--- src/rtl/sdlp_pkg.sv ---
// ----------------------------------------------------------------------------
// sdlp_pkg
// Constants and helper functions of the serial date/time line parser.
// ----------------------------------------------------------------------------
package sdlp_pkg;

    // Number of digits in a complete line (YYMMDDWHHMMSS).
    localparam int unsigned LINE_DIGITS = 13;

    // Width of the digit counter; it must hold LINE_DIGITS itself.
    localparam int unsigned COUNT_W = 4;

    // Characters of interest.
    localparam logic [7:0] CHAR_LF   = 8'h0A;
    localparam logic [7:0] CHAR_CR   = 8'h0D;
    localparam logic [7:0] CHAR_ZERO = 8'h30;
    localparam logic [7:0] CHAR_NINE = 8'h39;

    // Result status codes.
    localparam logic [1:0] ST_OK    = 2'd0;
    localparam logic [1:0] ST_LEN   = 2'd1;
    localparam logic [1:0] ST_RANGE = 2'd2;

    // Field limits.
    localparam logic [6:0] MONTH_MAX  = 7'd12;
    localparam logic [6:0] DAY_MAX    = 7'd31;
    localparam logic [3:0] WEEKDAY_MAX = 4'd7;
    localparam logic [6:0] HOUR_MAX   = 7'd23;
    localparam logic [6:0] MINSEC_MAX = 7'd59;

    // Value of a two-digit decimal number: tens * 10 + units.
    function automatic logic [6:0] two_digits(logic [3:0] tens, logic [3:0] units);
        logic [6:0] t7;
        t7 = {3'b000, tens};
        return (t7 << 3) + (t7 << 1) + {3'b000, units};
    endfunction

endpackage

--- src/rtl/sdlp_byte_if.sv ---
// ----------------------------------------------------------------------------
// sdlp_byte_if
// Valid/ready channel carrying one received character per item.
// ----------------------------------------------------------------------------
interface sdlp_byte_if;
    logic       valid;
    logic       ready;
    logic [7:0] rx_byte;

    modport source (output valid, output rx_byte, input ready);
    modport sink   (input valid, input rx_byte, output ready);
endinterface

--- src/rtl/sdlp_result_if.sv ---
// ----------------------------------------------------------------------------
// sdlp_result_if
// Valid/ready channel carrying one parsed date/time result per item.
// ----------------------------------------------------------------------------
interface sdlp_result_if;
    logic       valid;
    logic       ready;
    logic [1:0] status;
    logic [6:0] year;
    logic [6:0] month;
    logic [6:0] day;
    logic [3:0] weekday;
    logic [6:0] hour;
    logic [6:0] minute;
    logic [6:0] second;

    modport source (output valid, output status, output year, output month,
                    output day, output weekday, output hour, output minute,
                    output second, input ready);
    modport sink   (input valid, input status, input year, input month,
                    input day, input weekday, input hour, input minute,
                    input second, output ready);
endinterface

--- src/rtl/serial_datetime_line_parser_unit.sv ---
// ----------------------------------------------------------------------------
// serial_datetime_line_parser_unit
// Collects decimal digits of a text line and reports a parsed date and time.
// ----------------------------------------------------------------------------
// Usage:
//   rx carries one received character per item. Digits are collected, up to
//   13 per line; LF or CR ends a line. Other characters are ignored.
//   res carries one item per line end that follows at least one digit:
//   status 0 for a valid YYMMDDWHHMMSS line, 1 for fewer than 13 digits
//   (all fields zero), or 2 when a field is out of range (fields as parsed).
//   A line end passes from the input register into the result register.
//   Throughput: one character per cycle, unless a line end is held back.
//   Each character passes through an input register. From there a digit
//   updates the digit store, and a line end loads the decoded fields into
//   the result register.
//   When res stalls, characters that yield no result keep flowing; a line
//   end waits in the input register until the result register is free.
//   Reset clears the digit count and both valid flags; the digit store is
//   only read after 13 fresh writes and needs no reset.
// ----------------------------------------------------------------------------
module serial_datetime_line_parser_unit
    import sdlp_pkg::*;
(
    input  logic          clk,
    input  logic          rst_n,
    sdlp_byte_if.sink     rx,
    sdlp_result_if.source res
);

    // Input register.
    logic         in_valid_reg, in_valid_next;
    logic [7:0]   in_byte_reg;

    // Line state.
    logic [COUNT_W-1:0] count_reg, count_next;
    logic [3:0]         store_reg [LINE_DIGITS];

    // Result register.
    logic       out_valid_reg, out_valid_next;
    logic [1:0] status_reg, status_next;
    logic [6:0] year_reg, year_next;
    logic [6:0] month_reg, month_next;
    logic [6:0] day_reg, day_next;
    logic [3:0] weekday_reg, weekday_next;
    logic [6:0] hour_reg, hour_next;
    logic [6:0] minute_reg, minute_next;
    logic [6:0] second_reg, second_next;

    logic is_eol, is_digit, count_full, produce, advance, rx_accept, load;
    logic [6:0] yr, mo, dy, hr, mi, se;
    logic [3:0] wd;
    logic       fields_ok;

    // Character classification.
    assign is_eol     = (in_byte_reg == CHAR_LF) || (in_byte_reg == CHAR_CR);
    assign is_digit   = (in_byte_reg >= CHAR_ZERO) && (in_byte_reg <= CHAR_NINE);
    assign count_full = (count_reg == COUNT_W'(LINE_DIGITS));

    // Handshake: a held item moves on unless it needs a busy result register.
    assign produce   = in_valid_reg && is_eol && (count_reg != '0);
    assign advance   = in_valid_reg && (!produce || !out_valid_reg || res.ready);
    assign rx.ready  = !in_valid_reg || advance;
    assign rx_accept = rx.valid && rx.ready;
    assign load      = advance && produce;

    // Field decoding from the fixed digit positions.
    assign yr = two_digits(store_reg[0], store_reg[1]);
    assign mo = two_digits(store_reg[2], store_reg[3]);
    assign dy = two_digits(store_reg[4], store_reg[5]);
    assign wd = store_reg[6];
    assign hr = two_digits(store_reg[7], store_reg[8]);
    assign mi = two_digits(store_reg[9], store_reg[10]);
    assign se = two_digits(store_reg[11], store_reg[12]);

    // The year can never exceed 99, so it takes no check.
    assign fields_ok = (mo != '0) && (mo <= MONTH_MAX)
                    && (dy != '0) && (dy <= DAY_MAX)
                    && (wd != '0) && (wd <= WEEKDAY_MAX)
                    && (hr <= HOUR_MAX)
                    && (mi <= MINSEC_MAX)
                    && (se <= MINSEC_MAX);

    // Next values of the control state.
    always_comb
    begin
        in_valid_next = in_valid_reg;
        if (rx_accept)
        begin
            in_valid_next = 1'b1;
        end
        else if (advance)
        begin
            in_valid_next = 1'b0;
        end

        count_next = count_reg;
        if (advance)
        begin
            if (is_eol)
            begin
                count_next = '0;
            end
            else if (is_digit && !count_full)
            begin
                count_next = count_reg + COUNT_W'(1);
            end
        end

        out_valid_next = out_valid_reg;
        if (load)
        begin
            out_valid_next = 1'b1;
        end
        else if (res.ready)
        begin
            out_valid_next = 1'b0;
        end
    end

    // Result payload for the line that ends now.
    always_comb
    begin
        if (count_full)
        begin
            status_next  = fields_ok ? ST_OK : ST_RANGE;
            year_next    = yr;
            month_next   = mo;
            day_next     = dy;
            weekday_next = wd;
            hour_next    = hr;
            minute_next  = mi;
            second_next  = se;
        end
        else
        begin
            status_next  = ST_LEN;
            year_next    = '0;
            month_next   = '0;
            day_next     = '0;
            weekday_next = '0;
            hour_next    = '0;
            minute_next  = '0;
            second_next  = '0;
        end
    end

    // Control registers.
    always_ff @(posedge clk or negedge rst_n)
    begin
        if (!rst_n)
        begin
            in_valid_reg  <= 1'b0;
            count_reg     <= '0;
            out_valid_reg <= 1'b0;
        end
        else
        begin
            in_valid_reg  <= in_valid_next;
            count_reg     <= count_next;
            out_valid_reg <= out_valid_next;
        end
    end

    // Payload registers: input character, digit store and result fields.
    always_ff @(posedge clk)
    begin
        if (rx_accept)
        begin
            in_byte_reg <= rx.rx_byte;
        end
        if (advance && is_digit && !count_full)
        begin
            store_reg[count_reg] <= in_byte_reg[3:0];
        end
        if (load)
        begin
            status_reg  <= status_next;
            year_reg    <= year_next;
            month_reg   <= month_next;
            day_reg     <= day_next;
            weekday_reg <= weekday_next;
            hour_reg    <= hour_next;
            minute_reg  <= minute_next;
            second_reg  <= second_next;
        end
    end

    // Output channel.
    assign res.valid   = out_valid_reg;
    assign res.status  = status_reg;
    assign res.year    = year_reg;
    assign res.month   = month_reg;
    assign res.day     = day_reg;
    assign res.weekday = weekday_reg;
    assign res.hour    = hour_reg;
    assign res.minute  = minute_reg;
    assign res.second  = second_reg;

endmodule

--- src/flat_wrapper.sv ---
// flat-port wrapper written by rule: the top's interface ports become plain ports
module serial_datetime_line_parser_unit_flat import sdlp_pkg::*;
  (clk, rst_n, rx_valid, rx_rx_byte, rx_ready, res_valid, res_status, res_year, res_month, res_day, res_weekday, res_hour, res_minute, res_second, res_ready);
  sdlp_byte_if rx_i ();
  sdlp_result_if res_i ();
  input  logic clk;
  input  logic rst_n;
  input wire logic [$bits(rx_i.valid)-1:0] rx_valid;
  input wire logic [$bits(rx_i.rx_byte)-1:0] rx_rx_byte;
  output wire logic [$bits(rx_i.ready)-1:0] rx_ready;
  output wire logic [$bits(res_i.valid)-1:0] res_valid;
  output wire logic [$bits(res_i.status)-1:0] res_status;
  output wire logic [$bits(res_i.year)-1:0] res_year;
  output wire logic [$bits(res_i.month)-1:0] res_month;
  output wire logic [$bits(res_i.day)-1:0] res_day;
  output wire logic [$bits(res_i.weekday)-1:0] res_weekday;
  output wire logic [$bits(res_i.hour)-1:0] res_hour;
  output wire logic [$bits(res_i.minute)-1:0] res_minute;
  output wire logic [$bits(res_i.second)-1:0] res_second;
  input wire logic [$bits(res_i.ready)-1:0] res_ready;
  assign rx_i.valid = rx_valid;
  assign rx_i.rx_byte = rx_rx_byte;
  assign rx_ready = rx_i.ready;
  assign res_valid = res_i.valid;
  assign res_status = res_i.status;
  assign res_year = res_i.year;
  assign res_month = res_i.month;
  assign res_day = res_i.day;
  assign res_weekday = res_i.weekday;
  assign res_hour = res_i.hour;
  assign res_minute = res_i.minute;
  assign res_second = res_i.second;
  assign res_i.ready = res_ready;
  serial_datetime_line_parser_unit u_core (.clk(clk), .rst_n(rst_n), .rx(rx_i), .res(res_i));
endmodule
--- config.mk ---
export PLATFORM = sky130hd
export DESIGN_NAME = serial_datetime_line_parser_unit_flat
export DESIGN_NICKNAME = d
export VERILOG_FILES = /design/src/rtl/sdlp_pkg.sv /design/src/rtl/sdlp_byte_if.sv /design/src/rtl/sdlp_result_if.sv /design/src/rtl/serial_datetime_line_parser_unit.sv /design/src/flat_wrapper.sv
export SDC_FILE = /design/constraint.sdc
export NUM_CORES = 1
export LEC_CHECK = 0
export BUFFER_PORTS_ARGS = -buffer_cell sky130_fd_sc_hd__buf_2
export CAP_MARGIN = 5
export CORE_ASPECT_RATIO = 0.9
export CORE_MARGIN = 5
export CORE_UTILIZATION = 45
export CTS_BUF_LIST = sky130_fd_sc_hd__clkbuf_4 sky130_fd_sc_hd__clkbuf_8
export CTS_CLUSTER_SIZE = 24
export DETAILED_ROUTE_END_ITERATION = 6
export PLACE_DENSITY = 0.66
export SLEW_MARGIN = 15
export SYNTH_ARGS = -nofsm -noshare
export SYNTH_HDL_FRONTEND = slang
export SYNTH_SLANG_ARGS = --single-unit
export TNS_END_PERCENT = 10
--- constraint.sdc ---
create_clock -name clk -period 6.1 [get_ports clk]
set_clock_uncertainty 0.05 [all_clocks]
set_input_delay 1.22 -clock clk [delete_from_list [all_inputs] [get_ports clk]]
set_output_delay 1.22 -clock clk [all_outputs]
set_load 0.01 [all_outputs]
=== Word-level counts from Yosys, hierarchy flattened ===
Memory sizes are Yosys's and may differ from the RTL's.
Cells that the tools add are included.

* Register bits after elaboration: 62
* Bits in latches: 0
* RAM bits: 52
* Memory bits (read-only): 0
* Output and inout bits: 50
* Word-level logic and storage cells: 79
* Memories kept: 1

{| class="wikitable"
|+ Memory list
! name !! depth !! width !! rd ports !! clocked after Yosys merged registers in !! wr ports !! line !! source
|-
| u_core.store_reg || 13 || 4 || 13 || 0 || 1 || serial_datetime_line_parser_unit.sv:36 || <nowiki>logic [3:0] store_reg [LINE_DIGITS];</nowiki>
|}

* $add $sub $neg: 13
* Multiply operators: 0
* Divide/modulo/power cells: 0
* $lt $le $gt $ge: 8
* Eq/ne operators: 3
* Shift operators: 0
* Mux-type cells: 9
* Bitwise logic cells: 0
* Reductions and logical operators: 33

{| class="wikitable"
|+ Operator list
! kind !! number
|-
| $add A7 B4 Y7 || 6
|-
| $add A7 B5 Y7 || 6
|-
| $logic_and A1 B1 Y1 || 17
|-
| $eq A8 B4 Y1 const B || 2
|-
| $le A7 B5 Y1 const B || 2
|-
| $le A7 B6 Y1 const B || 2
|-
| $reduce_bool A7 Y1 || 2
|-
| $ge A8 B6 Y1 const B || 1
|-
| $le A8 B6 Y1 const B || 1
|-
| $mux W4 || 2
|-
| $reduce_bool A4 Y1 || 2
|-
| $le A7 B4 Y1 const B || 1
|-
| $mux W1 || 6
|-
| $reduce_bool A2 Y1 || 3
|-
| $add A4 B1 Y4 const B || 1
|-
| $eq A4 B4 Y1 const B || 1
|-
| $le A4 B3 Y1 const B || 1
|-
| $logic_not A1 Y1 || 4
|-
| $logic_or A1 B1 Y1 || 4
|-
| $mux W2 || 1
|-
| $reduce_and A2 Y1 || 1
|}

=== Longest topological paths before layout ===
* Depth in word-level cells: 12
* Gate-level depth with buffers: 9
* Gate-level depth less buffers: 9

=== Worst setup path before layout ===
Ideal clock, no wire load.

* Kind: input to register
* Start point: input res_ready
* End point: register u_core.day_reg[0], in the netlist u_core.res.day[0] (enable)
* Setup time: 0.454 ns
* Arrival time: 3.312 ns
* Required time: 5.596 ns
* Path slack: 2.284 ns
* Stages: 2
* Buffers on the path: 0
* Cells stage by stage: nor2b_1 > nor2_1

* Longest elaborated chain between the ends: 3

{| class="wikitable"
|+ Ends and longest elaborated chain
! what !! line !! source
|-
| start, declared || flat_wrapper.sv:20 || <nowiki>input wire logic [$bits(res_i.ready)-1:0] res_ready;</nowiki>
|-
| $logic_or A1 B1 Y1 || serial_datetime_line_parser_unit.sv:61 || <nowiki>assign advance = in_valid_reg && (!produce || !out_valid_reg || res.ready);</nowiki>
|-
| $logic_and A1 B1 Y1 || serial_datetime_line_parser_unit.sv:61 ||
|-
| $logic_and A1 B1 Y1 || serial_datetime_line_parser_unit.sv:64 || <nowiki>assign load = advance && produce;</nowiki>
|-
| net u_core.load || serial_datetime_line_parser_unit.sv:49 || <nowiki>logic is_eol, is_digit, count_full, produce, advance, rx_accept, load;</nowiki>
|-
| end signal, assigned || serial_datetime_line_parser_unit.sv:180 || <nowiki>day_reg <= day_next;</nowiki>
|-
| end, declared || serial_datetime_line_parser_unit.sv:43 || <nowiki>logic [6:0] day_reg, day_next;</nowiki>
|}

The timed path passes the listed nets, and every way through them passes these cells.
A chain may end at the register's enable or synchronous reset.

=== Final worst setup path ===
* Start point: register u_core.in_byte_reg[1]
* End point: output rx_ready

* Longest elaborated chain between the ends: 9
* Elaborated cells on any way between the ends: 10
* Those cells by class: eq/ne: 2; reduce/logical: 8

{| class="wikitable"
|+ Ends and longest elaborated chain
! what !! line !! source
|-
| start, declared || serial_datetime_line_parser_unit.sv:32 || <nowiki>logic [7:0] in_byte_reg;</nowiki>
|-
| start signal, assigned || serial_datetime_line_parser_unit.sv:169 || <nowiki>in_byte_reg <= rx.rx_byte;</nowiki>
|-
| $eq A8 B4 Y1 || serial_datetime_line_parser_unit.sv:55 || <nowiki>assign is_eol = (in_byte_reg == CHAR_LF) || (in_byte_reg == CHAR_CR);</nowiki>
|-
| $logic_or A1 B1 Y1 * || serial_datetime_line_parser_unit.sv:55 ||
|-
| $logic_and A1 B1 Y1 * (2 in series) || serial_datetime_line_parser_unit.sv:60 || <nowiki>assign produce = in_valid_reg && is_eol && (count_reg != '0);</nowiki>
|-
| $logic_not A1 Y1 * || serial_datetime_line_parser_unit.sv:61 ||
|-
| $logic_or A1 B1 Y1 * (2 in series) || serial_datetime_line_parser_unit.sv:61 ||
|-
| $logic_and A1 B1 Y1 * || serial_datetime_line_parser_unit.sv:61 ||
|-
| $logic_or A1 B1 Y1 * || serial_datetime_line_parser_unit.sv:62 || <nowiki>assign rx.ready = !in_valid_reg || advance;</nowiki>
|-
| end, declared || flat_wrapper.sv:10 || <nowiki>output wire logic [$bits(rx_i.ready)-1:0] rx_ready;</nowiki>
|}

Every way passes the cells marked *; elsewhere a longest branch is shown, timed or not.

==> impl_results.md <==
* Share of layout cells above drive strength 1 at approximately 21%
* Grt met2 use at 20.9%
* Final Hold Fails at 0
* Max Freq at between 300 and 400 MHz
* Post-Syn Area at roughly 5400 µm²
* Period utilization at 54.4%
* Fin util at 53.5%
* Seq cells post-synth at 114
* Pwr/cell area at about 250 nW/µm²
* Top_reg_cell synth: edfxtp_1
* DRT iter0 DRCs at roughly 180
* Cts bufs inserted at 17
* Initial DRT Pass Iterations at 4
* Clock Tree Buf Depth at 2
* GP Congestion at around 0.81
* Data required, critical path at around 4.8 ns
* Vias in the first global route at slightly below 3000
* Met1 global-route usage at between 10% and 20%
* GRT overflow at 0
* FF/Latch Area at 3390 µm²
* RSZ-0062 raised after global routing: false
* Mean post-synth cell area at 14.3 µm²
* Most frequent cells in the layout: edfxtp_1 (108), buf_2 (61), ha_1 (46), nor2_1 (36), and2_1 (31)
* Residual DRC count at 0
* Core Rows at 37
* Max incr delay on CP at approximately 0.7 ns
* Fraction of the yosys area taken by sequential cells at between 60% and 70%
* H-tree depth at 4
* GRT busiest layer: met2
* Root buffer cell: clkbuf_8
* Area delta synth->final at 15.5%
* Final TNS setup at 0 ns
* R2r worst-path depth at 8
* Post-DRT Antenna Nets at 0
* I/O pins at slightly above 60
* PortBufs at between 60 and 70
* Commonest non-fill, non-tap cell in the layout: edfxtp_1
* Final setup violating endpoints at 0
* Initial antenna violation count at 0
* Die Area at about 14000 µm²
* FF-to-FF setup slack at 3.00 ns
* Multi-input logic area at 1830 µm²
* Syn Nets at roughly 440
* Clock latency on the worst-skew pair at around 0.42 ns
* Crit path max fanout at 16
* Initial Util at a little under half
* # hold bufs at CTS at 0
* Total Wirelength at 8910 µm
* Peak supply drop at approximately 0.00016 V
* Status: complete, no violations
* Antenna cells at 0
* Dpl cells at roughly 580
* Worst Setup End Kind: output pin
* CP max-delay cell: edfxtp_1
* CP startpoint kind: flip-flop
* Vias per cell at 4.76
* YS warnings at 0
* Max reg flops at 52
* Leak at about 2.5 nW
* Dpl hpwl at ~6400 µm
* Finished Layout Cells at 613
* Worst setup path startpoint: u_core.in_byte_reg[1]
* Die H at ~110 µm
* Clock-pin slew on the worst setup and hold paths at around 0.070 ns
* Met3 Use GR at ~4.4%
* Clock sink count at between 100 and 150
* Slew margin rel. at a little under two fifths
* Cell Area, Placed at ~5800 µm²
* Fin. max-slew vios at 0
* Crit path kind: flip-flop to output pin
* CTS-repair resized insts at 0
* Gr usage total at 13.5%
* Global-route wire length before repair at approximately 15000 µm
* Fraction of registers with async set/reset at approximately 5.3%
* Arrival time worst endpoint at around 2.1 ns
* Cell area after layout at about 6200 µm²
* Slew @ Worst Pin at 0.939 ns
* Setup Buffers After CTS at 0
* Max Cap Violations at 0
* Final min period at around 3.3 ns
* Crit path to: rx_ready
* R2r startpoint: u_core.store_reg[8][3]
* Fin nets at between 500 and 600
* Cell Chain, Critical Path: nor3b_1 > o211a_1 > nand3_1 > buf_2
* R2R Path End: u_core.res.status[1]
* Post-Syn Instances at 374
* Core box area at 11600 µm²
* Fill cells at roughly 980
* Largest net degree at the start of global routing at 49
* Power Total at ~1.5 mW
* Distinct cell type count after synthesis at between 40 and 50
* Die span in x at 125 µm
* HP Class: flip-flop to flip-flop
* Post-synth EDFFs at approximately 110
* Drt wl/cell at around 15 µm
* CTS tree: yes
* Routed vias at slightly below 3000
## how the worst min path moves through the flow
stage | endpoint | depth (start not counted) | startpoint | slack, ns
floorplan | u_core.res.hour[0] | 1 | u_core.store_reg[8][0] | 0.45
global placement | u_core.res.year[0] | 1 | u_core.store_reg[1][0] | 0.46
detailed placement | u_core.res.minute[0] | 1 | u_core.store_reg[10][0] | 0.46
CTS | u_core.res.year[0] | 1 | u_core.store_reg[1][0] | 0.49
global route | u_core.res.year[0] | 1 | u_core.store_reg[1][0] | 0.49
finish | u_core.res.year[0] | 1 | u_core.store_reg[1][0] | 0.48
## critical path: cells and delay by family, from the launching register on
kind                   cells  cell delay, ns
buffers and inverters      1            0.19
AOI/OAI and AO/OA          1            0.31
and+or+nand+nor            2            0.43
DFF                        1            0.70
## through the flow
stage | hold WS [ns] | setup slack, ns
CTS | 0.486 | 2.70
global route | 0.494 | 2.59
finish | 0.478 | 2.78
detailed placement | 0.460 | 2.79
floorplan | 0.447 | 2.28
global placement | 0.464 | 2.89
## power breakdown
part	total, mW	switching [mW]	leakage (nW)	internal, mW
Clock	0.632	0.270	0.187	0.362
Sequential	0.870	0.0107	1.03	0.859
Combinational	0.0236	0.0135	1.23	0.0100
Total	1.52	0.294	2.45	1.23
## cell usage after synthesis (7+ instances only)
master	count	share of area, %
ha_1	46	11
inv_1	29	2.0
nor2_1	37	2.6
a21oi_1	12	1.1
a21o_1	7	0.98
xnor2_1	9	1.5
nor4_1	7	0.82
fa_1	12	4.5
xor2_1	8	1.3
nand2b_1	7	0.82
and2_1	31	3.6
edfxtp_1	108	60
## routing by layer
layer | up-vias | wire, µm
met5 | - | 0
met3 | 9 | 442
met2 | 73 | 4040
met4 | 0 | 138
li1 | 1488 | -
met1 | 1347 | 4290
## cell families (layout without fill, tap and decap cells)
family                   after synthesis  in the layout  share of synthesized area, %
AND/OR/NAND/NOR                      110            110                          11.2
AO/OA/AOI/OAI                         35             35                          4.43
flip-flops                           114            114                          63.3
XOR/XNOR                              17             17                          2.78
adder cells (fa/ha/maj)               58             58                          15.2
multiplexers                           2              2                         0.397
buffers and inverters                 38            121                          2.68
## cell type report
class,count,share of cell area [%]
clock buffer,20,4.14
tap,156,3.15
timing repair buffer,62,5.05
multi-input combinational,222,29.6
sequential,114,54.8
clock inverter,9,1.49
inverter,30,1.82
Power figures use the tool's default switching activity.
